### src/design/sip_pkg.sv
// Shared types and constants of the splice_insert parser.
package sip_pkg;

	// Depth of the tag-seen memory: one entry per possible component tag.
	localparam int TAG_DEPTH = 256;
	localparam int TAG_W = $clog2(TAG_DEPTH);

	// Width of the command epoch that marks which command wrote a tag entry.
	localparam int EPOCH_W = 4;

	// Result queue between the parse stage and the output handshake.
	localparam int FIFO_DEPTH = 8;
	localparam int FIFO_AW = $clog2(FIFO_DEPTH);

	localparam int PTS_W = 33;

	// Record kinds.
	localparam logic [2:0] KIND_EVENT = 3'd0;
	localparam logic [2:0] KIND_FLAGS = 3'd1;
	localparam logic [2:0] KIND_PTIME = 3'd2;
	localparam logic [2:0] KIND_COMPONENT = 3'd3;
	localparam logic [2:0] KIND_DURATION = 3'd4;
	localparam logic [2:0] KIND_TAIL = 3'd5;
	localparam logic [2:0] KIND_DONE = 3'd6;
	localparam logic [2:0] KIND_ERROR = 3'd7;

	typedef struct packed {
		logic [7:0] data_byte;
		logic first_byte;
		logic end_of_data;
	} cmd_t;

	typedef struct packed {
		logic [2:0] record_kind;
		logic [31:0] id_value;
		logic [3:0] flag_bits;
		logic [PTS_W-1:0] time_value;
		logic time_specified;
		logic duplicate_tag;
		logic [7:0] avail_number;
		logic [7:0] avails_total;
		logic [10:0] byte_length;
		logic last;
	} rec_t;

endpackage

### src/design/sip_ram.sv
// Generic single-write, single-read synchronous RAM with registered read data.
module sip_ram #(
	parameter int WIDTH = 8,
	parameter int DEPTH = 256
) (
	input logic clk,
	input logic wr_en,
	input logic [$clog2(DEPTH)-1:0] wr_addr,
	input logic [WIDTH-1:0] wr_data,
	input logic rd_en,
	input logic [$clog2(DEPTH)-1:0] rd_addr,
	output logic [WIDTH-1:0] rd_data
);

	logic [WIDTH-1:0] mem [DEPTH];

	always_ff @(posedge clk) begin
		if (wr_en) begin
			mem[wr_addr] <= wr_data;
		end
		if (rd_en) begin
			rd_data <= mem[rd_addr];
		end
	end

endmodule

### src/design/splice_insert_parser.sv
// Streaming splice_insert parser: one command byte a cycle in, one record a cycle out, unless stalled.
// The parser takes one command byte per clock cycle on the cmd channel and returns records on
// the rec channel through the second stage and the result queue, one record per cycle unless
// rec_stall holds them. A byte that finishes two records at once (a canceled event with its done
// record, the tail with its done record, or any record followed by an early-end error) hands two
// records to an eight-entry result queue; cmd_stall rises only when that queue, together with the
// records still in flight, could not take two more, so a stream of bytes is held back only when
// the consumer falls behind. The byte rate is set by the single parse stage, whose state update
// and 33-bit PTS adjustment add are combinational. Repeated component tags are found through a
// 256-entry tag memory that stores, for each tag, the epoch of the command that last used it;
// a per-tag valid flag, cleared at reset and whenever the epoch wraps, makes entries from older
// commands read as unseen, so no clearing pass is needed and a new command starts at once.
// The user must write the PTS adjustment register through adj_wr_en and adj_wr_data only
// while the parser is idle; the block does not enforce it. A zero value leaves splice times unchanged.
module splice_insert_parser (
	input logic clk,
	input logic arst_n,
	input logic adj_wr_en,
	input logic [sip_pkg::PTS_W-1:0] adj_wr_data,
	input logic cmd_valid,
	output logic cmd_stall,
	input sip_pkg::cmd_t cmd_data,
	output logic rec_valid,
	input logic rec_stall,
	output sip_pkg::rec_t rec_data
);
	import sip_pkg::*;

	typedef enum logic [8:0] {
		PH_IDLE = 9'b000000001,
		PH_EVENT = 9'b000000010,
		PH_MODE = 9'b000000100,
		PH_PTIME = 9'b000001000,
		PH_COUNT = 9'b000010000,
		PH_CTAG = 9'b000100000,
		PH_CTIME = 9'b001000000,
		PH_DUR = 9'b010000000,
		PH_TAIL = 9'b100000000
	} phase_t;

	// Parse state, updated once per accepted byte.
	phase_t phase_q;
	logic [2:0] idx_q;
	logic [39:0] shift_q;
	logic [3:0] mode_q;
	logic [7:0] left_q;
	logic [7:0] tag_q;
	logic [10:0] count_q;
	logic [EPOCH_W-1:0] epoch_q;
	logic [PTS_W-1:0] adj_q;

	// Next-state values and the records the current byte completes.
	phase_t ph, ph_n;
	logic [2:0] idx, idx_n;
	logic [39:0] sh, sh_n;
	logic [3:0] md, md_n;
	logic [7:0] lf, lf_n;
	logic [7:0] tg, tg_n;
	logic [10:0] cnt;
	logic [EPOCH_W-1:0] ep;
	rec_t rec0, rec1;
	logic [1:0] n;
	logic comp;
	logic [TAG_W-1:0] comp_tag;
	logic st_done;
	logic st_spec;
	logic [PTS_W-1:0] st_time;
	logic [7:0] b;
	logic accept;
	logic fwd;

	// Second stage: records waiting for the duplicate-tag lookup.
	rec_t rec0_s1, rec1_s1;
	logic [1:0] n_s1;
	logic comp_s1;
	logic fwd_s1;
	logic [EPOCH_W-1:0] epoch_s1;
	logic [EPOCH_W-1:0] ram_epoch;
	logic [TAG_DEPTH-1:0] vld_q;
	logic dup_s1;
	rec_t rec0_dup;

	// Result queue.
	rec_t fifo_q [FIFO_DEPTH];
	logic [FIFO_AW-1:0] head_q;
	logic [FIFO_AW-1:0] tail_q;
	logic [FIFO_AW:0] fcount_q;
	logic pop;
	logic [FIFO_AW:0] pending;

	function automatic phase_t after_components(input logic [3:0] flags);
		return flags[1] ? PH_DUR : PH_TAIL;
	endfunction

	// Room is reserved for the records in the second stage and two more from this byte.
	assign pending = fcount_q + {{(FIFO_AW-1){1'b0}}, n_s1};
	assign cmd_stall = pending > (FIFO_AW+1)'(FIFO_DEPTH - 2);
	assign accept = cmd_valid && !cmd_stall;
	assign b = cmd_data.data_byte;

	always_comb begin
		ph = phase_q;
		idx = idx_q;
		sh = shift_q;
		md = mode_q;
		lf = left_q;
		tg = tag_q;
		cnt = count_q;
		ep = epoch_q;
		if (cmd_data.first_byte) begin
			ph = PH_EVENT;
			idx = '0;
			sh = '0;
			md = '0;
			lf = '0;
			tg = '0;
			cnt = '0;
			ep = epoch_q + 1'b1;
		end
		if (ph != PH_IDLE) begin
			cnt = cnt + 1'b1;
			sh = {sh[31:0], b};
			idx = idx + 1'b1;
		end

		// A splice time is either a single byte with the time flag clear or five bytes.
		st_spec = !(idx == 3'd1 && !b[7]);
		st_done = !st_spec || idx >= 3'd5;
		st_time = st_spec ? sh[PTS_W-1:0] + adj_q : '0;

		ph_n = ph;
		idx_n = idx;
		sh_n = sh;
		md_n = md;
		lf_n = lf;
		tg_n = tg;
		rec0 = '0;
		rec1 = '0;
		n = 2'd0;
		comp = 1'b0;
		comp_tag = tg;

		unique case (ph)
			PH_IDLE: begin
			end
			PH_EVENT: begin
				if (idx >= 3'd5) begin
					rec0.record_kind = KIND_EVENT;
					rec0.id_value = sh[39:8];
					rec0.flag_bits = {3'b000, b[7]};
					n = 2'd1;
					if (b[7]) begin
						// A canceled event ends the command right here.
						rec1.record_kind = KIND_DONE;
						rec1.byte_length = cnt;
						rec1.last = 1'b1;
						n = 2'd2;
						ph_n = PH_IDLE;
					end else begin
						ph_n = PH_MODE;
					end
				end
			end
			PH_MODE: begin
				md_n = b[7:4];
				rec0.record_kind = KIND_FLAGS;
				rec0.flag_bits = md_n;
				n = 2'd1;
				if (md_n[2]) begin
					ph_n = md_n[0] ? after_components(md_n) : PH_PTIME;
				end else begin
					ph_n = PH_COUNT;
				end
			end
			PH_PTIME: begin
				if (st_done) begin
					rec0.record_kind = KIND_PTIME;
					rec0.time_value = st_time;
					rec0.time_specified = st_spec;
					n = 2'd1;
					ph_n = after_components(md);
				end
			end
			PH_COUNT: begin
				lf_n = b;
				ph_n = (b != 8'd0) ? PH_CTAG : after_components(md);
			end
			PH_CTAG: begin
				tg_n = b;
				if (md[0]) begin
					comp = 1'b1;
				end else begin
					ph_n = PH_CTIME;
				end
			end
			PH_CTIME: begin
				comp = st_done;
			end
			PH_DUR: begin
				if (idx >= 3'd5) begin
					rec0.record_kind = KIND_DURATION;
					rec0.flag_bits = {3'b000, sh[39]};
					rec0.time_value = sh[PTS_W-1:0];
					rec0.time_specified = 1'b1;
					n = 2'd1;
					ph_n = PH_TAIL;
				end
			end
			PH_TAIL: begin
				if (idx >= 3'd4) begin
					rec0.record_kind = KIND_TAIL;
					rec0.id_value = {16'h0000, sh[31:16]};
					rec0.avail_number = sh[15:8];
					rec0.avails_total = b;
					rec1.record_kind = KIND_DONE;
					rec1.byte_length = cnt;
					rec1.last = 1'b1;
					n = 2'd2;
					ph_n = PH_IDLE;
				end
			end
			default: begin
				ph_n = PH_IDLE;
			end
		endcase

		if (comp) begin
			// In immediate mode the tag byte itself completes the component.
			comp_tag = tg_n;
			rec0.record_kind = KIND_COMPONENT;
			rec0.id_value = {24'h000000, tg_n};
			if (ph == PH_CTIME) begin
				rec0.time_value = st_time;
				rec0.time_specified = st_spec;
			end
			n = 2'd1;
			lf_n = lf - 1'b1;
			ph_n = (lf_n != 8'd0) ? PH_CTAG : after_components(md);
		end

		if (ph_n != ph) begin
			idx_n = '0;
			sh_n = '0;
		end

		// Bytes ran out before the command was complete.
		if (cmd_data.end_of_data && ph_n != PH_IDLE) begin
			if (n == 2'd0) begin
				rec0.record_kind = KIND_ERROR;
				rec0.last = 1'b1;
			end else begin
				rec1.record_kind = KIND_ERROR;
				rec1.last = 1'b1;
			end
			n = n + 1'b1;
			ph_n = PH_IDLE;
			idx_n = '0;
			sh_n = '0;
		end
	end

	always_ff @(posedge clk or negedge arst_n) begin
		if (!arst_n) begin
			phase_q <= PH_IDLE;
			idx_q <= '0;
			shift_q <= '0;
			mode_q <= '0;
			left_q <= '0;
			tag_q <= '0;
			count_q <= '0;
			epoch_q <= '0;
			adj_q <= '0;
		end else begin
			if (adj_wr_en) begin
				adj_q <= adj_wr_data;
			end
			if (accept) begin
				phase_q <= ph_n;
				idx_q <= idx_n;
				shift_q <= sh_n;
				mode_q <= md_n;
				left_q <= lf_n;
				tag_q <= tg_n;
				count_q <= cnt;
				epoch_q <= ep;
			end
		end
	end

	// The previous component writes its tag entry in the same cycle as this lookup,
	// too late for the memory read; compare against it directly.
	assign fwd = comp_s1 && rec0_s1.id_value[TAG_W-1:0] == comp_tag && epoch_s1 == ep;

	always_ff @(posedge clk or negedge arst_n) begin
		if (!arst_n) begin
			n_s1 <= 2'd0;
			comp_s1 <= 1'b0;
		end else begin
			n_s1 <= accept ? n : 2'd0;
			comp_s1 <= accept && comp;
		end
	end

	always_ff @(posedge clk) begin
		if (accept) begin
			rec0_s1 <= rec0;
			rec1_s1 <= rec1;
			fwd_s1 <= fwd;
			epoch_s1 <= ep;
		end
	end

	sip_ram #(
		.WIDTH(EPOCH_W),
		.DEPTH(TAG_DEPTH)
	) u_tag_ram (
		.clk(clk),
		.wr_en(comp_s1),
		.wr_addr(rec0_s1.id_value[TAG_W-1:0]),
		.wr_data(epoch_s1),
		.rd_en(accept && comp),
		.rd_addr(comp_tag),
		.rd_data(ram_epoch)
	);

	// Valid flags are cleared when the epoch wraps, so a stale epoch can never match.
	always_ff @(posedge clk or negedge arst_n) begin
		if (!arst_n) begin
			vld_q <= '0;
		end else begin
			priority if (accept && cmd_data.first_byte && ep == '0) begin
				vld_q <= '0;
			end else if (comp_s1) begin
				vld_q[rec0_s1.id_value[TAG_W-1:0]] <= 1'b1;
			end
		end
	end

	assign dup_s1 = comp_s1 && (fwd_s1 ||
		(vld_q[rec0_s1.id_value[TAG_W-1:0]] && ram_epoch == epoch_s1));

	always_comb begin
		rec0_dup = rec0_s1;
		rec0_dup.duplicate_tag = dup_s1;
	end

	// Result queue.
	assign rec_valid = fcount_q != '0;
	assign rec_data = fifo_q[head_q];
	assign pop = rec_valid && !rec_stall;

	always_ff @(posedge clk) begin
		if (n_s1 != 2'd0) begin
			fifo_q[tail_q] <= rec0_dup;
		end
		if (n_s1 == 2'd2) begin
			fifo_q[tail_q + 1'b1] <= rec1_s1;
		end
	end

	always_ff @(posedge clk or negedge arst_n) begin
		if (!arst_n) begin
			head_q <= '0;
			tail_q <= '0;
			fcount_q <= '0;
		end else begin
			if (pop) begin
				head_q <= head_q + 1'b1;
			end
			tail_q <= tail_q + FIFO_AW'(n_s1);
			fcount_q <= fcount_q + (FIFO_AW+1)'(n_s1) - (FIFO_AW+1)'(pop);
		end
	end

`ifndef SYNTH
	// The stall reservation must keep the queue from ever overflowing.
	assert property (@(posedge clk) disable iff (!arst_n)
		pending <= (FIFO_AW+1)'(FIFO_DEPTH))
		else $error("result queue overflow");

	// A component lookup always carries a record into the queue.
	assert property (@(posedge clk) disable iff (!arst_n)
		comp_s1 |-> n_s1 != 2'd0)
		else $error("component lookup without a record");

	// Only done and error records close a command.
	assert property (@(posedge clk) disable iff (!arst_n)
		rec_valid && rec_data.last |->
		rec_data.record_kind == KIND_DONE || rec_data.record_kind == KIND_ERROR)
		else $error("last flag on a record that does not end a command");

	// Two records from one byte always end the command.
	assert property (@(posedge clk) disable iff (!arst_n)
		accept && n == 2'd2 |=> phase_q == PH_IDLE)
		else $error("parser still open after a closing record pair");
`endif

endmodule
### config.mk
export PLATFORM = sky130hd
export DESIGN_NAME = splice_insert_parser
export DESIGN_NICKNAME = d
export VERILOG_FILES = /design/src/design/sip_pkg.sv /design/src/design/sip_ram.sv /design/src/design/splice_insert_parser.sv
export SDC_FILE = /design/constraint.sdc
export NUM_CORES = 2
export LEC_CHECK = 0
export ABC_AREA = 1
export BUFFER_PORTS_ARGS = -buffer_cell sky130_fd_sc_hd__buf_2
export CORE_ASPECT_RATIO = 0.75
export CORE_UTILIZATION = 57
export CTS_BUF_LIST = sky130_fd_sc_hd__clkbuf_4 sky130_fd_sc_hd__clkbuf_8
export DETAILED_ROUTE_END_ITERATION = 7
export PLACE_DENSITY = 0.73
export SLEW_MARGIN = 5
export SYNTH_ARGS = -nofsm -noshare
export SYNTH_HDL_FRONTEND = slang
export SYNTH_SLANG_ARGS = --single-unit
### constraint.sdc
create_clock -name clk -period 6.7 [get_ports clk]
set_input_delay 0 -clock clk [delete_from_list [all_inputs] [get_ports clk]]
set_output_delay 0 -clock clk [all_outputs]
set_load 0.01 [all_outputs]
==> impl_metrics.yaml <==
cts:
  worstSkewPairLatency_ns: 1.13
  htree_levels: 5
  cts_buffers: 365
  cts_root_buf: "clkbuf_8"
  cts_resized: 0
  cts_tree: "yes"
  cts_sinks: 2339
  cts.clk_slew.worst_paths_ns: 0.06
  cts.path.max_buffers: 4
power_and_ir_drop:
  irDropWorstVdd_mv: 0.294
  p_leak_nw: 46.7
  cellInternalPower_w: 0.0281
  power_density_mw_per_mm2: 384
  pwr-share-seq: 0.440
  power_switching_w: 0.0153
  p_comb_frac: 0.275
  p_clk_frac: 0.285
  swShare: 0.352
logic_synthesis:
  yosysWarnings: 0
  synthCells: 11000
  postSynthAreaPerCell_um2: 9.30
  synth_nets: 11100
  ys_types: 66
  ys_ff_latch: 2339
  netlist_area_mm2: 0.102
  synth_ff_type: "edfxtp_1"
  synth_edf_count: 1256
  ys_async_sr_fraction: 0.165
  ys_seq_area_frac: 0.601
outcome:
  status: "completed"
sta:
  tightest_slew_ns: 1.42
  rsz0062_at_grt: "false"
  fmax_ghz: 0.177
  layout_setup_ws_ns: 1.04
  maxSlewViolCount: 0
  setup_violations: 0
  finalHoldViolCount: 0
  fin_crit_sh: 0.845
  slew_headroom: 0.0524
  fin_setup_tns_ns: 0
  skew_ns: 0.133
  min_period_ns: 5.66
drt:
  routed_via_density: 6.18
  routed_wl_mm: 326
  drt_iter0_markers: 12400
  dr.pass1.iters: 7
  drt-wirelength-per-cell_um: 23.9
  vias: 84500
  ant_nets: 0
  drc: 0
worst_setup_path:
  critPathRequiredTime_ns: 7.65
  critPathLaunchType: "flop"
  cp-end-kind: "flop"
  worst-setup-path-type: "reg -> reg"
  path_max_fanout: 41
  critPathMaxStageDelay_ns: 0.77
  cp.arrival_ns: 6.61
  critical-path-slowest-cell: "inv_2"
  cp_cell_sequence: "inv_1 > nor2_1 > nand2_1 > nor2_1 > nand2_2 > buf_4 > o21ai_2 > nand3_4 > nand2_4 > nand2_4 > nand2_4 > inv_2 > nor2_1 > a21oi_4 > inv_2 > buf_4 > nand3_1 > nand3_1 > nand3_1 > nand3_1 > nand3_1 > nand2_1"
  crit_top_cell: "nand3_1"
min_path:
  hp-class: "in -> reg"
floorplan:
  fp.dieW_um: 491
  die_y_um: 369
  dieArea_mm2: 0.181
  core_area_mm2: 0.178
  initial_utilization: 0.574
  num_rows: 134
  ios: 152
final_layout:
  n_fill_cell: 14300
  finalNonFillerCells: 13700
  layout_commonest_cell: "nand3_1"
  area.growth.synth_to_final_pct: 10.7
  layout.nets: 11100
  final_cell_mix: "1,429 x nand3_1, 1,380 x nand2_1, 1,256 x nor2_1, 1,256 x edfxtp_1, 1,123 x inv_1"
  layout-drive-gt1-share: 0.0917
  fin_area_mm2: 0.113
place:
  port-buffer-count: 151
  place_inst: 12900
  detailedPlace.worstSlack_ns: 1.07
  gp_congestion: 0.952
  place_area_mm2: 0.104
  post-dp-hpwl_mm: 191
global_route:
  grt_first_pass_wirelength_mm: 489
  grt_util_all_layers: 0.353
  grt_start_max_net_pins: 227
  antenna_found_initial: 14
  grt_pass1_vias: 79500
  overflow: 0
job:
  maxCapViolCount: 0
==> per-stage QoR <==
step | power [W] | hold WS, ns | utilization
6_report | 0.0434 | 0.0984 | 0.636
5_1_grt | 0.0453 | 0.0969 | 0.636
4_1_cts | 0.0430 | 0.0260 | 0.635
3_5_place_dp | 0.0308 | 0.0726 | 0.586
3_3_place_gp | 0.0304 | 0.0751 | 0.586
2_1_floorplan | 0.0266 | -0.296 | -
==> worst paths after layout <==
path                                from              endpoint  slack [ns]  cells past startpoint
hold / removal               cmd_data[5]          rec0_dup[15]         0.1                      4
max in group asynchronous         arst_n            count_q[6]        5.46                      4
min in group asynchronous         arst_n            vld_q[155]        0.18                      4
hold reg to reg            fifo_q[6][18]         fifo_q[6][18]        0.47                      2
setup / recovery              phase_q[0]  u_tag_ram.rd_data[3]        1.04                     22
setup reg to reg              phase_q[0]  u_tag_ram.rd_data[3]        1.04                     22
==> critical path: cells and delay by family, from the launching register on <==
family          cells  cell delay (ns)
flops               1             0.53
compound gates      2             0.32
simple gates       15             2.85
buf+inv             5             1.90
==> power by group through the flow <==
stage	sequential, W	combinational, W	clock, W
after floorplan	0.0192	0.00735	0
after global placement	0.0192	0.0112	0
after detailed placement	0.0193	0.0115	0
after CTS	0.0190	0.0116	0.0124
after global routing	0.0193	0.0130	0.0130
final	0.0191	0.0119	0.0124
==> synthesized netlist by cell type, types with 55 or more instances <==
cell type,number,area (um2)
a21oi_1,430,2150
a22oi_1,66,495
a31oi_1,143,895
buf_1,66,248
buf_2,134,671
clkbuf_1,556,2090
dfrtp_1,386,9660
dfxtp_1,696,13900
edfxtp_1,1256,37700
inv_1,1130,4240
nand2_1,1391,5220
nand3_1,1432,7170
nand3b_1,290,2180
nand4_1,55,344
nor2_1,1261,4730
o211ai_1,67,503
o21ai_0,920,4600
o22ai_1,387,2420
==> registers in the layout, summed over array words and instances (netlist names), 8 cells and up <==
name,cells
vld_q,256
adj_q,33
rec0_dup,90
left_q,8
u_tag_ram.mem,1024
rec1_s1,13
fifo_q,816
tag_q,8
phase_q,9
shift_q,40
count_q,11
==> repair_timing <==
action	4_1_cts	5_1_grt
hold buffers	130	0
setup buffers	0	0
hold endpoints to repair	629	0
==> metal layers <==
metal	wire length [um]	global-route usage
met3	46900	0.103
met1	131000	0.511
met2	136000	0.501
met5	23	0
met4	12200	0.131
==> cell families after synthesis <==
logic type               synth area share
AND/OR/NAND/NOR                     0.197
flip-flops                          0.601
AO/OA/AOI/OAI                       0.114
buffers and inverters              0.0741
adder cells (fa/ha/maj)           0.00622
XOR/XNOR                          0.00377
multiplexers                      0.00364
==> area by class of cell <==
class	count	area [um2]	area share
flip-flops and latches	2339	61300	0.543
inverters	1146	4340	0.0384
clock buffers	574	6950	0.0615
well taps	2380	2980	0.0263
multi-input cells	6713	33400	0.296
clock inverters	79	468	0.00414
diodes	9	22.5	0.000199
repair buffers	430	3520	0.0311
(Power assumes the default switching activity.)
